--- config.mk ---
export PLATFORM = sky130hd
export DESIGN_NAME = ccl_ctrl
export DESIGN_NICKNAME = d
export VERILOG_FILES = /design/src/design/ccl_pkg.sv /design/src/design/ccl_ctrl.sv
export SDC_FILE = /design/constraint.sdc
export NUM_CORES = 1
export LEC_CHECK = 0
export ABC_AREA = 1
export BUFFER_PORTS_ARGS = -buffer_cell sky130_fd_sc_hd__buf_2
export CAP_MARGIN = 25
export CORE_UTILIZATION = 40
export CTS_BUF_LIST = sky130_fd_sc_hd__clkbuf_4 sky130_fd_sc_hd__clkbuf_8
export DETAILED_ROUTE_END_ITERATION = 10
export GPL_ROUTABILITY_DRIVEN = 1
export PLACE_DENSITY = 0.73
export SLEW_MARGIN = 0
export SYNTH_ARGS = -nofsm -noshare
export SYNTH_HDL_FRONTEND = slang
export SYNTH_SLANG_ARGS = --single-unit
--- constraint.sdc ---
create_clock -name clk -period 1.35 [get_ports clk]
set_input_delay 0.27 -clock clk [delete_from_list [all_inputs] [get_ports clk]]
set_output_delay 0.27 -clock clk [all_outputs]
set_load 0.05 [all_outputs]
--- src/design/ccl_pkg.sv ---
// Shared types and constants for the charge sharing frame cleanup block.
package ccl_pkg;

  localparam int FRAME_WIDTH  = 80;
  localparam int FRAME_HEIGHT = 80;
  localparam int STRIDE       = 20;

  localparam int PIX_W  = 16;
  localparam int SUM_W  = 21;
  localparam int HITS_W = 5;
  localparam int POS_W  = 7;
  localparam int CFG_IDX_W = 2;

  typedef enum logic [1:0] {
    OP_LOAD = 2'd0,
    OP_RUN  = 2'd1,
    OP_READ = 2'd2,
    OP_NONE = 2'd3
  } op_t;

  typedef enum logic [1:0] {
    REG_LOW  = 2'd0,
    REG_HIGH = 2'd1,
    REG_MODE = 2'd2,
    REG_WIN  = 2'd3
  } cfg_reg_t;

  typedef enum logic [1:0] {
    MODE_REORDER = 2'd0,
    MODE_ADD     = 2'd1,
    MODE_DISCR   = 2'd2,
    MODE_SPARE   = 2'd3
  } mode_t;

  localparam logic KIND_DONE = 1'b0;
  localparam logic KIND_READ = 1'b1;

  typedef enum logic [1:0] {
    RS_IN  = 2'd0,
    RS_CTR = 2'd1,
    RS_WIN = 2'd2
  } rd_sel_t;

  typedef enum logic [3:0] {
    S_IDLE,
    S_READ,
    S_CTR,
    S_CHK,
    S_WIN_RD,
    S_WIN_ACC,
    S_DECIDE,
    S_CLR,
    S_PUT
  } state_t;

  typedef struct packed {
    logic    load_wr;
    rd_sel_t rd_sel;
    logic    ctr_clear;
    logic    ctr_next;
    logic    win_start;
    logic    win_acc;
    logic    win_next;
    logic    win_rewind;
    logic    clr_wr;
    logic    put_wr;
    logic    out_read;
    logic    out_zero;
    logic    out_done;
  } cmd_t;

  typedef struct packed {
    op_t  op;
    logic load_ok;
    logic read_ok;
    logic run_on;
    logic add_mode;
    logic ctr_hit;
    logic ctr_last;
    logic win_last;
    logic shared;
    logic out_busy;
  } sts_t;

endpackage

--- src/design/ccl_ctrl.sv ---
// Controller state machine: sequences loads, reads and the frame cleanup scan.
module ccl_ctrl (
  input  logic          clk,
  input  logic          rst,
  input  logic          s_tvalid,
  output logic          s_tready,
  input  ccl_pkg::sts_t sts,
  output ccl_pkg::cmd_t cmd
);
  import ccl_pkg::*;

  state_t state, state_next;
  logic   accept;

  assign accept = s_tvalid && s_tready;

  always_ff @(posedge clk) begin
    if (rst) begin
      state <= S_IDLE;
    end else begin
      state <= state_next;
    end
  end

  always_comb begin
    state_next = state;
    case (state)
      S_IDLE: begin
        if (accept) begin
          if (sts.op == OP_READ && sts.read_ok) begin
            state_next = S_READ;
          end else if (sts.op == OP_RUN && sts.run_on) begin
            state_next = S_CTR;
          end
        end
      end
      S_READ: state_next = S_IDLE;
      S_CTR:  state_next = S_CHK;
      S_CHK: begin
        if (sts.ctr_hit) begin
          state_next = S_WIN_RD;
        end else begin
          state_next = sts.ctr_last ? S_IDLE : S_CTR;
        end
      end
      S_WIN_RD:  state_next = S_WIN_ACC;
      S_WIN_ACC: state_next = sts.win_last ? S_DECIDE : S_WIN_RD;
      S_DECIDE: begin
        if (sts.shared) begin
          state_next = S_CLR;
        end else begin
          state_next = sts.ctr_last ? S_IDLE : S_CTR;
        end
      end
      S_CLR: begin
        if (!sts.win_last) begin
          state_next = S_CLR;
        end else if (sts.add_mode) begin
          state_next = S_PUT;
        end else begin
          state_next = sts.ctr_last ? S_IDLE : S_CTR;
        end
      end
      S_PUT:   state_next = sts.ctr_last ? S_IDLE : S_CTR;
      default: state_next = S_IDLE;
    endcase
  end

  always_comb begin
    cmd = '0;
    cmd.rd_sel = RS_IN;
    s_tready = (state == S_IDLE) && !sts.out_busy;
    case (state)
      S_IDLE: begin
        if (accept) begin
          case (sts.op)
            OP_LOAD: cmd.load_wr = sts.load_ok;
            OP_READ: cmd.out_zero = !sts.read_ok;
            OP_RUN: begin
              cmd.ctr_clear = sts.run_on;
              cmd.out_done  = !sts.run_on;
            end
            default: ;
          endcase
        end
      end
      S_READ: cmd.out_read = 1'b1;
      S_CTR:  cmd.rd_sel = RS_CTR;
      S_CHK: begin
        if (sts.ctr_hit) begin
          cmd.win_start = 1'b1;
        end else begin
          cmd.ctr_next = !sts.ctr_last;
          cmd.out_done = sts.ctr_last;
        end
      end
      S_WIN_RD: cmd.rd_sel = RS_WIN;
      S_WIN_ACC: begin
        cmd.win_acc  = 1'b1;
        cmd.win_next = !sts.win_last;
      end
      S_DECIDE: begin
        if (sts.shared) begin
          cmd.win_rewind = 1'b1;
        end else begin
          cmd.ctr_next = !sts.ctr_last;
          cmd.out_done = sts.ctr_last;
        end
      end
      S_CLR: begin
        cmd.clr_wr = 1'b1;
        if (!sts.win_last) begin
          cmd.win_next = 1'b1;
        end else if (!sts.add_mode) begin
          cmd.ctr_next = !sts.ctr_last;
          cmd.out_done = sts.ctr_last;
        end
      end
      S_PUT: begin
        cmd.put_wr   = 1'b1;
        cmd.ctr_next = !sts.ctr_last;
        cmd.out_done = sts.ctr_last;
      end
      default: ;
    endcase
  end

  a_run_blocks: assert property (@(posedge clk) disable iff (rst)
    (accept && sts.op == OP_RUN) |=> !s_tready)
    else $error("input accepted right after a run word");

  a_done_once: assert property (@(posedge clk) disable iff (rst)
    cmd.out_done |-> (state_next == S_IDLE))
    else $error("run finish reported while scan continues");

endmodule

==> metrics.txt, run 1 <==
result of the run aborted with a tool error; stage reached clock tree synthesis (4_1_cts); error message [ERROR DPL-0038] Utilization greater than 100%, impossible to legalize; HPWL Detailed 1.56 mm; number of placement rows 12; gp weighted congestion 0.807; number of ports placed on the die boundary 29; number of clock sinks seen by CTS 4; number of nets produced by synthesis 111; pre-CTS WS -185 ps; Max clock buf depth 2; Cell variety after synth 19; flop and latch count out of synthesis 4; synthesis warning total 0; CTS Root Buffer Type sky130_fd_sc_hd__clkbuf_4; total placed cells including tap cells 163; top-count cell post-synth sky130_fd_sc_hd__nand2_1; Hold-fix buffers, CTS 0; Placement Cell Area 957 um2; area share of the largest cell type after synthesis 15.4%; most instantiated flip-flop cell in the synthesis netlist sky130_fd_sc_hd__dfxtp_1; H-Tree Level Count 1; post-CTS setup buffers 3; post-cts gate resize count 62; Die X 38.1 um; share of synthesized area occupied by flip-flops and latches 15.4%; IO Port Bufs 28; clock buffers created by TritonCTS 3; top cell type by total area after synthesis sky130_fd_sc_hd__dfxtp_1; ranking of synthesized cells by instance count sky130_fd_sc_hd__nand2_1, sky130_fd_sc_hd__nor2_1, sky130_fd_sc_hd__inv_1, sky130_fd_sc_hd__nand3_1; leading cell types by total area after synthesis sky130_fd_sc_hd__dfxtp_1, sky130_fd_sc_hd__nand2_1, sky130_fd_sc_hd__nor2_1, sky130_fd_sc_hd__inv_1, sky130_fd_sc_hd__nand3_1; floorplan die height 38.1 um; FFs w/ async S/R, synth 0%; synthesized area per cell 5.37 um2; synthesized instance count 97; initial cell density of the core 45.0%; synthesized area 520 um2; number of flops mapped to enable cells by yosys 0
cells by family after synthesis:
logic type | share of synthesized area (%)
flip-flops | 15.4
AO/OA/AOI/OAI | 11.5
AND/OR/NAND/NOR | 59.4
buffers and inverters | 13.7
metrics by stage:
stage	hold WS, ps	TNS, ps
3_5_place_dp	467	-1190
3_3_place_gp	465	-1030
2_1_floorplan	335	-1730
==> run 2, diff against run 1 <==
- CORE_AREA: unset -> 2 2 63 65
- CORE_UTILIZATION: 40 -> unset
- CTS_BUF_LIST: sky130_fd_sc_hd__clkbuf_4 sky130_fd_sc_hd__clkbuf_8 -> unset
- DIE_AREA: unset -> 0 0 65 67
- PLACE_DENSITY: 0.73 -> unset
- PLACE_DENSITY_LB_ADDON: unset -> 0.15
==> run 2 against run 1 <==
  * The flow now finishes, with violations (negative setup slack)
  * Synthesized cell count is the same
  * Area after synthesis did not move
==> metrics.txt, run 2 <==
result of the run finished with violations (was aborted with a tool error); violations in the final reports negative setup slack; share of synthesized area occupied by flip-flops and latches 15.4% (unchanged); highest-count cells in the layout ignoring fill and taps sky130_fd_sc_hd__buf_4, sky130_fd_sc_hd__buf_2, sky130_fd_sc_hd__buf_6; Crit path top cell by count sky130_fd_sc_hd__nor2_4; most instantiated flip-flop cell in the synthesis netlist sky130_fd_sc_hd__dfxtp_1 (unchanged); post-DR wirelength/cell 9.67 um; number of antenna violations at the first check in global routing 0; Setup-failing EPs final 15; floorplan die height 67 um (was 38.1 um); number of flops mapped to enable cells by yosys 0 (unchanged); cell-internal power 378 uW; number of placement rows 22 (was 12); first-pass GRT wire length 3.37 mm; gp weighted congestion 0.779 (was 0.807); proportion of power drawn by combinational gates 30.1%; CP Capture Type primary output; leading cell types by total area after synthesis sky130_fd_sc_hd__dfxtp_1, sky130_fd_sc_hd__nand2_1, sky130_fd_sc_hd__nor2_1, sky130_fd_sc_hd__inv_1, sky130_fd_sc_hd__nand3_1 (unchanged); setup repair after global routing missed its margin yes; number of ports placed on the die boundary 29 (unchanged); Hold-fix buffers, CTS 0 (unchanged); WL final 2.02 mm; GRT Residual Overflow 0; via count of the first global-routing pass 825; share of power burned in the clock network 47.6%; actual slew at the worst max-slew pin 208 ps; top-count cell post-synth sky130_fd_sc_hd__nand2_1 (unchanged); number of clock sinks seen by CTS 4 (unchanged); Hold Fails Final Rpt 0; clock tree from TritonCTS done; total power divided by cell area 404 mW/mm2; DR vias 844; Vias/cell 4.04; final setup margin -257 ps; length of the first detailed-routing pass in iterations 4; VDD IR-drop max 0.195 mV; ranking of synthesized cells by instance count sky130_fd_sc_hd__nand2_1, sky130_fd_sc_hd__nor2_1, sky130_fd_sc_hd__inv_1, sky130_fd_sc_hd__nand3_1 (unchanged); peak fanout along the critical path 4; flop and latch count out of synthesis 4 (unchanged); clock buffers created by TritonCTS 3 (unchanged); min cycle time layout 1610 ps; Area Overhead vs Synth 153%; max-slew violations 0; Critical Path AT 1340 ps; core outline area 0.00361 mm2; Final Skew 1.78 ps; # diodes 0; maximum operating frequency 622 MHz; slowest cell on the critical path sky130_fd_sc_hd__dfxtp_2; Worst EP required 1080 ps; source of the worst register-to-register timing path state[1]; initial cell density of the core 14.4% (was 45.0%); HP Start rst; overall die area 0.00436 mm2; H-Tree Level Count 1 (unchanged); synthesized area per cell 5.37 um2 (unchanged); most common cell after layout, fill and taps aside sky130_fd_sc_hd__buf_4; Relative slew margins 86.0%; registers with the most flip-flops state: 4 flops; Largest register FFs 4; synthesized area 520 um2 (unchanged); Max clock buf depth 2 (unchanged); worst hold slack 251 ps; Die X 65 um (was 38.1 um); Crit Path Class reg -> out; post-layout power 532 uW; crit-path max cell delay 330 ps; switching power summed over all nets 153 uW; DR DRC count 0; HPWL Detailed 1.74 mm (was 1.56 mm); cell family with most CP delay simple AND/OR/NAND/NOR gates; aggregate global-route resource usage 10.1%; kind of start point of the critical path flop; worst skew pair latency 220 ps; number of nets produced by synthesis 111 (unchanged); pin count of the biggest net entering global routing 7; Layout fillers 403; crit path cell chain nor2_4 > nand2_2 > nor2_4 > nand2_4 > buf_6 > nor2_4 > buf_6; ANT nets after route 0; crit path from state[2]; pre-CTS WS -204 ps (was -185 ps); FFs w/ async S/R, synth 0% (unchanged); synthesis warning total 0 (unchanged); Net Sw Frac 28.8%; net total in the final layout 177; Cell variety after synth 19 (unchanged); CTS Root Buffer Type sky130_fd_sc_hd__clkbuf_8 (was sky130_fd_sc_hd__clkbuf_4); synthesized instance count 97 (unchanged); area share of the largest cell type after synthesis 15.4% (unchanged); IO Port Bufs 28 (unchanged); static leakage 0.000622 uW; top cell type by total area after synthesis sky130_fd_sc_hd__dfxtp_1 (unchanged); fraction of layout cells with a size suffix above 1 68.9%; count of maximum capacitance violations 0; register with the most flip-flops state; clock transition time at the flip-flop clock pins of the worst setup and hold paths 30 ps; combined buffer and inverter count along the critical path 2; Final period util 119%; initial drt markers 6; worst min-delay path class in -> reg; sequential fraction of design power 22.4%
run 2: cell families (layout without fill, tap and decap cells):
kind of cell | count (synthesis) | in the layout | share of synthesized area [%]
AO/OA/AOI/OAI | 9 | 9 | 11.5
AND/OR/NAND/NOR | 65 | 65 | 59.4
buffers and inverters | 19 | 83 | 13.7
flip-flops | 4 | 4 | 15.4
run 2: layer usage:
layer / wire length (um) / GRT usage [%]
met5: 0 / 0
met4: 19 / 3.46
met3: 107 / 2.36
met2: 1020 / 18.7
met1: 872 / 11.1
run 2: layout make-up:
| type | count | area (um2) | share of cell area, % |
|---|---|---|---|
| Inverter | 19 | 71.3 | 5.42 |
| Tap cell | 48 | 60.1 | 4.57 |
| Timing Repair Buffer | 61 | 527 | 40.1 |
| Clock buffer | 3 | 41.3 | 3.14 |
| Sequential cell | 4 | 90.1 | 6.85 |
| Multi-Input combinational cell | 74 | 526 | 40.0 |
run 2: power groups by stage:
stage	logic, uW	registers (uW)	clock network [uW]
2_1_floorplan	66.7	124	0
3_3_place_gp	137	124	0
3_5_place_dp	138	124	0
4_1_cts	159	119	258
5_1_grt	173	119	265
6_report	160	119	253
run 2: path summary, 6_finish.rpt:
check                           depth (start not counted)  slack [ps]  endpoint
worst min register to register                          3         640  state[2]
worst max-delay path                                    7        -260   cmd[13]
worst max register to register                          7          90  state[0]
worst min-delay path                                    2         250  state[2]
run 2: what timing repair did:
item	in CTS	in global routing
cloned	0	0
gates resized for setup	56	8
pin swaps	8	1
setup buffers	4	1
setup endpoints to repair	15	17
run 2: through the flow:
stage	utilization, %	instances	cell area, um2	setup TNS [ps]
floorplan	-	97	619	-1730
global placement	28.6	201	1030	-1180
detailed placement	28.6	201	1030	-1080
CTS	35.6	208	1280	-2490
global route	36.5	209	1320	-3240
finish	36.5	209	1320	-2320
No activity file was read; power rests on OpenSTA's default activity.
==> run 3, diff against run 2 <==
- ABC_AREA: 1 -> unset
==> run 3 against run 2 <==
  * The run still ends with negative setup slack left
  * Area after synthesis shrank 4.1%
  * Largest power group unchanged
  * Power grew 11%
  * Global-route usage grew 0.91 points
  * Clock power is essentially flat
  * Register-to-register slack lost 430 ps
  * Critical path depth shrank 2
==> metrics.txt, run 3 <==
result of the run finished with violations (unchanged); violations in the final reports negative setup slack (unchanged); share of synthesized area occupied by flip-flops and latches 16.0% (was 15.4%); Area Overhead vs Synth 173% (was 153%); most common cell after layout, fill and taps aside sky130_fd_sc_hd__buf_4 (unchanged); DR DRC count 0 (unchanged); VDD IR-drop max 0.191 mV (was 0.195 mV); count of maximum capacitance violations 0 (unchanged); number of nets produced by synthesis 86 (was 111); total power divided by cell area 433 mW/mm2 (was 404 mW/mm2); max-slew violations 0 (unchanged); pin count of the biggest net entering global routing 18 (was 7); IO Port Bufs 28 (unchanged); maximum operating frequency 487 MHz (was 622 MHz); number of ports placed on the die boundary 29 (unchanged); gp weighted congestion 0.715 (was 0.779); actual slew at the worst max-slew pin 335 ps (was 208 ps); switching power summed over all nets 168 uW (was 153 uW); combined buffer and inverter count along the critical path 2 (unchanged); cell-internal power 421 uW (was 378 uW); kind of start point of the critical path flop (unchanged); Design Area, Final 0.00136 mm2 (was 0.00132 mm2); final setup margin -704 ps (was -257 ps); Relative slew margins 77.4% (was 86.0%); clock buffers created by TritonCTS 3 (unchanged); Hold Fails Final Rpt 0 (unchanged); share of power burned in the clock network 42.4% (was 47.6%); Placement Cell Area 991 um2 (was 0.00103 mm2); synthesized instance count 72 (was 97); Cell variety after synth 33 (was 19); cell family with most CP delay simple AND/OR/NAND/NOR gates (unchanged); Die X 65 um (unchanged); register with the most flip-flops state (unchanged); length of the first detailed-routing pass in iterations 4 (unchanged); highest-count cells in the layout ignoring fill and taps sky130_fd_sc_hd__buf_4, sky130_fd_sc_hd__buf_6, sky130_fd_sc_hd__buf_2 (was sky130_fd_sc_hd__buf_4, sky130_fd_sc_hd__buf_2, sky130_fd_sc_hd__buf_6); first-pass GRT wire length 3.66 mm (was 3.37 mm); top-count cell post-synth sky130_fd_sc_hd__nor3_1 (was sky130_fd_sc_hd__nand2_1); initial cell density of the core 13.8% (was 14.4%); crit path cell chain or4_4 > nor3_4 > buf_4 > and3b_2 > buf_8 (was nor2_4 > nand2_2 > nor2_4 > nand2_4 > buf_6 > nor2_4 > buf_6); leading cell types by total area after synthesis sky130_fd_sc_hd__dfxtp_1, sky130_fd_sc_hd__nor3_1, sky130_fd_sc_hd__nor4b_1, sky130_fd_sc_hd__nand2_1, sky130_fd_sc_hd__nand3b_1 (was sky130_fd_sc_hd__dfxtp_1, sky130_fd_sc_hd__nand2_1, sky130_fd_sc_hd__nor2_1, sky130_fd_sc_hd__inv_1, sky130_fd_sc_hd__nand3_1); slowest cell on the critical path sky130_fd_sc_hd__or4_4 (was sky130_fd_sc_hd__dfxtp_2); ANT nets after route 0 (unchanged); flop and latch count out of synthesis 4 (unchanged); via count of the first global-routing pass 803 (was 825); CP Capture Type primary output (unchanged); initial drt markers 21 (was 6); Crit Path Class reg -> out (unchanged); core outline area 0.00361 mm2 (unchanged); GRT Residual Overflow 0 (unchanged); floorplan die height 67 um (unchanged); fraction of layout cells with a size suffix above 1 75.0% (was 68.9%); Final period util 152% (was 119%); Critical Path AT 1780 ps (was 1340 ps); Worst EP required 1080 ps (about the same); total negative slack -7460 ps (was -2320 ps); Largest register FFs 4 (unchanged); area share of the largest cell type after synthesis 16.0% (was 15.4%); post-DR wirelength/cell 12.0 um (was 9.67 um); number of flops mapped to enable cells by yosys 0 (unchanged); synthesized area 499 um2 (was 520 um2); Max clock buf depth 2 (unchanged); DR vias 761 (was 844); setup repair after global routing missed its margin yes (unchanged); number of clock sinks seen by CTS 4 (unchanged); worst min-delay path class in -> reg (unchanged); registers with the most flip-flops state: 4 flops (unchanged); # diodes 0 (unchanged); most instantiated flip-flop cell in the synthesis netlist sky130_fd_sc_hd__dfxtp_1 (unchanged); HPWL Detailed 1.54 mm (was 1.74 mm); synthesized area per cell 6.93 um2 (was 5.37 um2); overall die area 0.00436 mm2 (unchanged); worst hold slack 352 ps (was 251 ps); min cycle time layout 2050 ps (was 1610 ps); synthesis warning total 0 (unchanged); aggregate global-route resource usage 11.0% (was 10.1%); FFs w/ async S/R, synth 0% (unchanged); Net Sw Frac 28.6% (was 28.8%); number of placement rows 22 (unchanged); sequential fraction of design power 20.7% (was 22.4%); clock tree from TritonCTS done (unchanged); ranking of synthesized cells by instance count sky130_fd_sc_hd__nor3_1, sky130_fd_sc_hd__nand2_1, sky130_fd_sc_hd__nor2_1, sky130_fd_sc_hd__inv_1 (was sky130_fd_sc_hd__nand2_1, sky130_fd_sc_hd__nor2_1, sky130_fd_sc_hd__inv_1, sky130_fd_sc_hd__nand3_1); peak fanout along the critical path 3 (was 4); clock transition time at the flip-flop clock pins of the worst setup and hold paths 30 ps (about the same); net total in the final layout 144 (was 177); CTS Root Buffer Type sky130_fd_sc_hd__clkbuf_8 (unchanged); top cell type by total area after synthesis sky130_fd_sc_hd__dfxtp_1 (unchanged); Vias/cell 4.32 (was 4.04); Final Skew 0.346 ps (was 1.78 ps); proportion of power drawn by combinational gates 36.9% (was 30.1%); WL final 2.11 mm (was 2.02 mm); number of antenna violations at the first check in global routing 0 (unchanged); H-Tree Level Count 1 (unchanged); worst skew pair latency 210 ps (was 220 ps); Setup-failing EPs final 19 (was 15); crit-path max cell delay 570 ps (was 330 ps); static leakage 0.000519 uW (was 0.000622 uW)
[run 3: cell count changes after synthesis, moves of 3 or more]
cell	before	now
sky130_fd_sc_hd__nor4b_1	0	4
sky130_fd_sc_hd__nand2_2	5	0
sky130_fd_sc_hd__nand2_1	19	6
sky130_fd_sc_hd__inv_2	3	0
sky130_fd_sc_hd__nand3_1	10	1
sky130_fd_sc_hd__nor2_2	5	0
sky130_fd_sc_hd__nand2b_1	0	3
sky130_fd_sc_hd__nor2_1	18	6
sky130_fd_sc_hd__nor3_1	3	9
sky130_fd_sc_hd__clkbuf_1	0	3
sky130_fd_sc_hd__nand3b_1	0	3
sky130_fd_sc_hd__inv_1	16	5
[run 3: cell families (layout without fill, tap and decap cells)]
family,after synthesis,in the layout,synth area share (%)
mux,1,1,2.01
flops,4,4,16.0
simple gates,40,40,48.6
buf+inv,11,67,10.0
compound gates,15,15,21.6
xor+xnor,1,1,1.75
[run 3: final cells by class]
type                            count  area [um2]
Multi-Input combinational cell     57         603
Tap cell                           48        60.1
Timing Repair Buffer               59         548
Fill cell                         369        2240
Clock buffer                        3        41.3
Inverter                            5        25.0
Sequential cell                     4        83.8
[run 3: worst paths after layout]
kind	end	slack, ps	from	depth (start not counted)
worst max-delay path	cmd[13]	-700	state[0]	5
worst min-delay path	state[2]	350	rst	4
worst max register to register	state[0]	-340	state[0]	5
worst min register to register	state[0]	690	state[3]	2
[run 3: power by group through the flow]
stage	Sequential (uW)	Clock [uW]	Combinational, uW
floorplan	124	0	81.3
global placement	124	0	157
detailed placement	124	0	157
CTS	122	259	204
global route	122	269	234
finish	122	250	218
[run 3: metal layers]
layer  up-vias  wire (um)  track usage (%)
li1        381          -                -
met3         0        120             2.36
met2        23       1110             19.2
met4         0          0             3.99
met1       357        873             13.1
met5         -          0                0
[run 3: worst register-to-register path, stage by stage, from the launching register on]
cell	delay (ps)
sky130_fd_sc_hd__dfxtp_2	330
sky130_fd_sc_hd__or4_4	570
sky130_fd_sc_hd__buf_4	190
sky130_fd_sc_hd__a211oi_4	190
sky130_fd_sc_hd__o221ai_4	150
sky130_fd_sc_hd__nor3_2	190
[run 3: what timing repair did]
item	CTS	global route
buffers inserted	6	2
gates resized for setup	62	9
setup endpoints to repair	19	19
gates cloned	0	0
pin swaps	10	7
hold buffers	0	0
[run 3: per-stage QoR]
stage	std cells	worst slack (ps)	power (uW)	utilization, %
5_1_grt	176	-746	625	37.8
2_1_floorplan	72	-998	205	-
4_1_cts	174	-711	585	36.1
6_report	176	-704	589	37.8
3_3_place_gp	165	-648	282	27.5
3_5_place_dp	165	-678	281	27.5
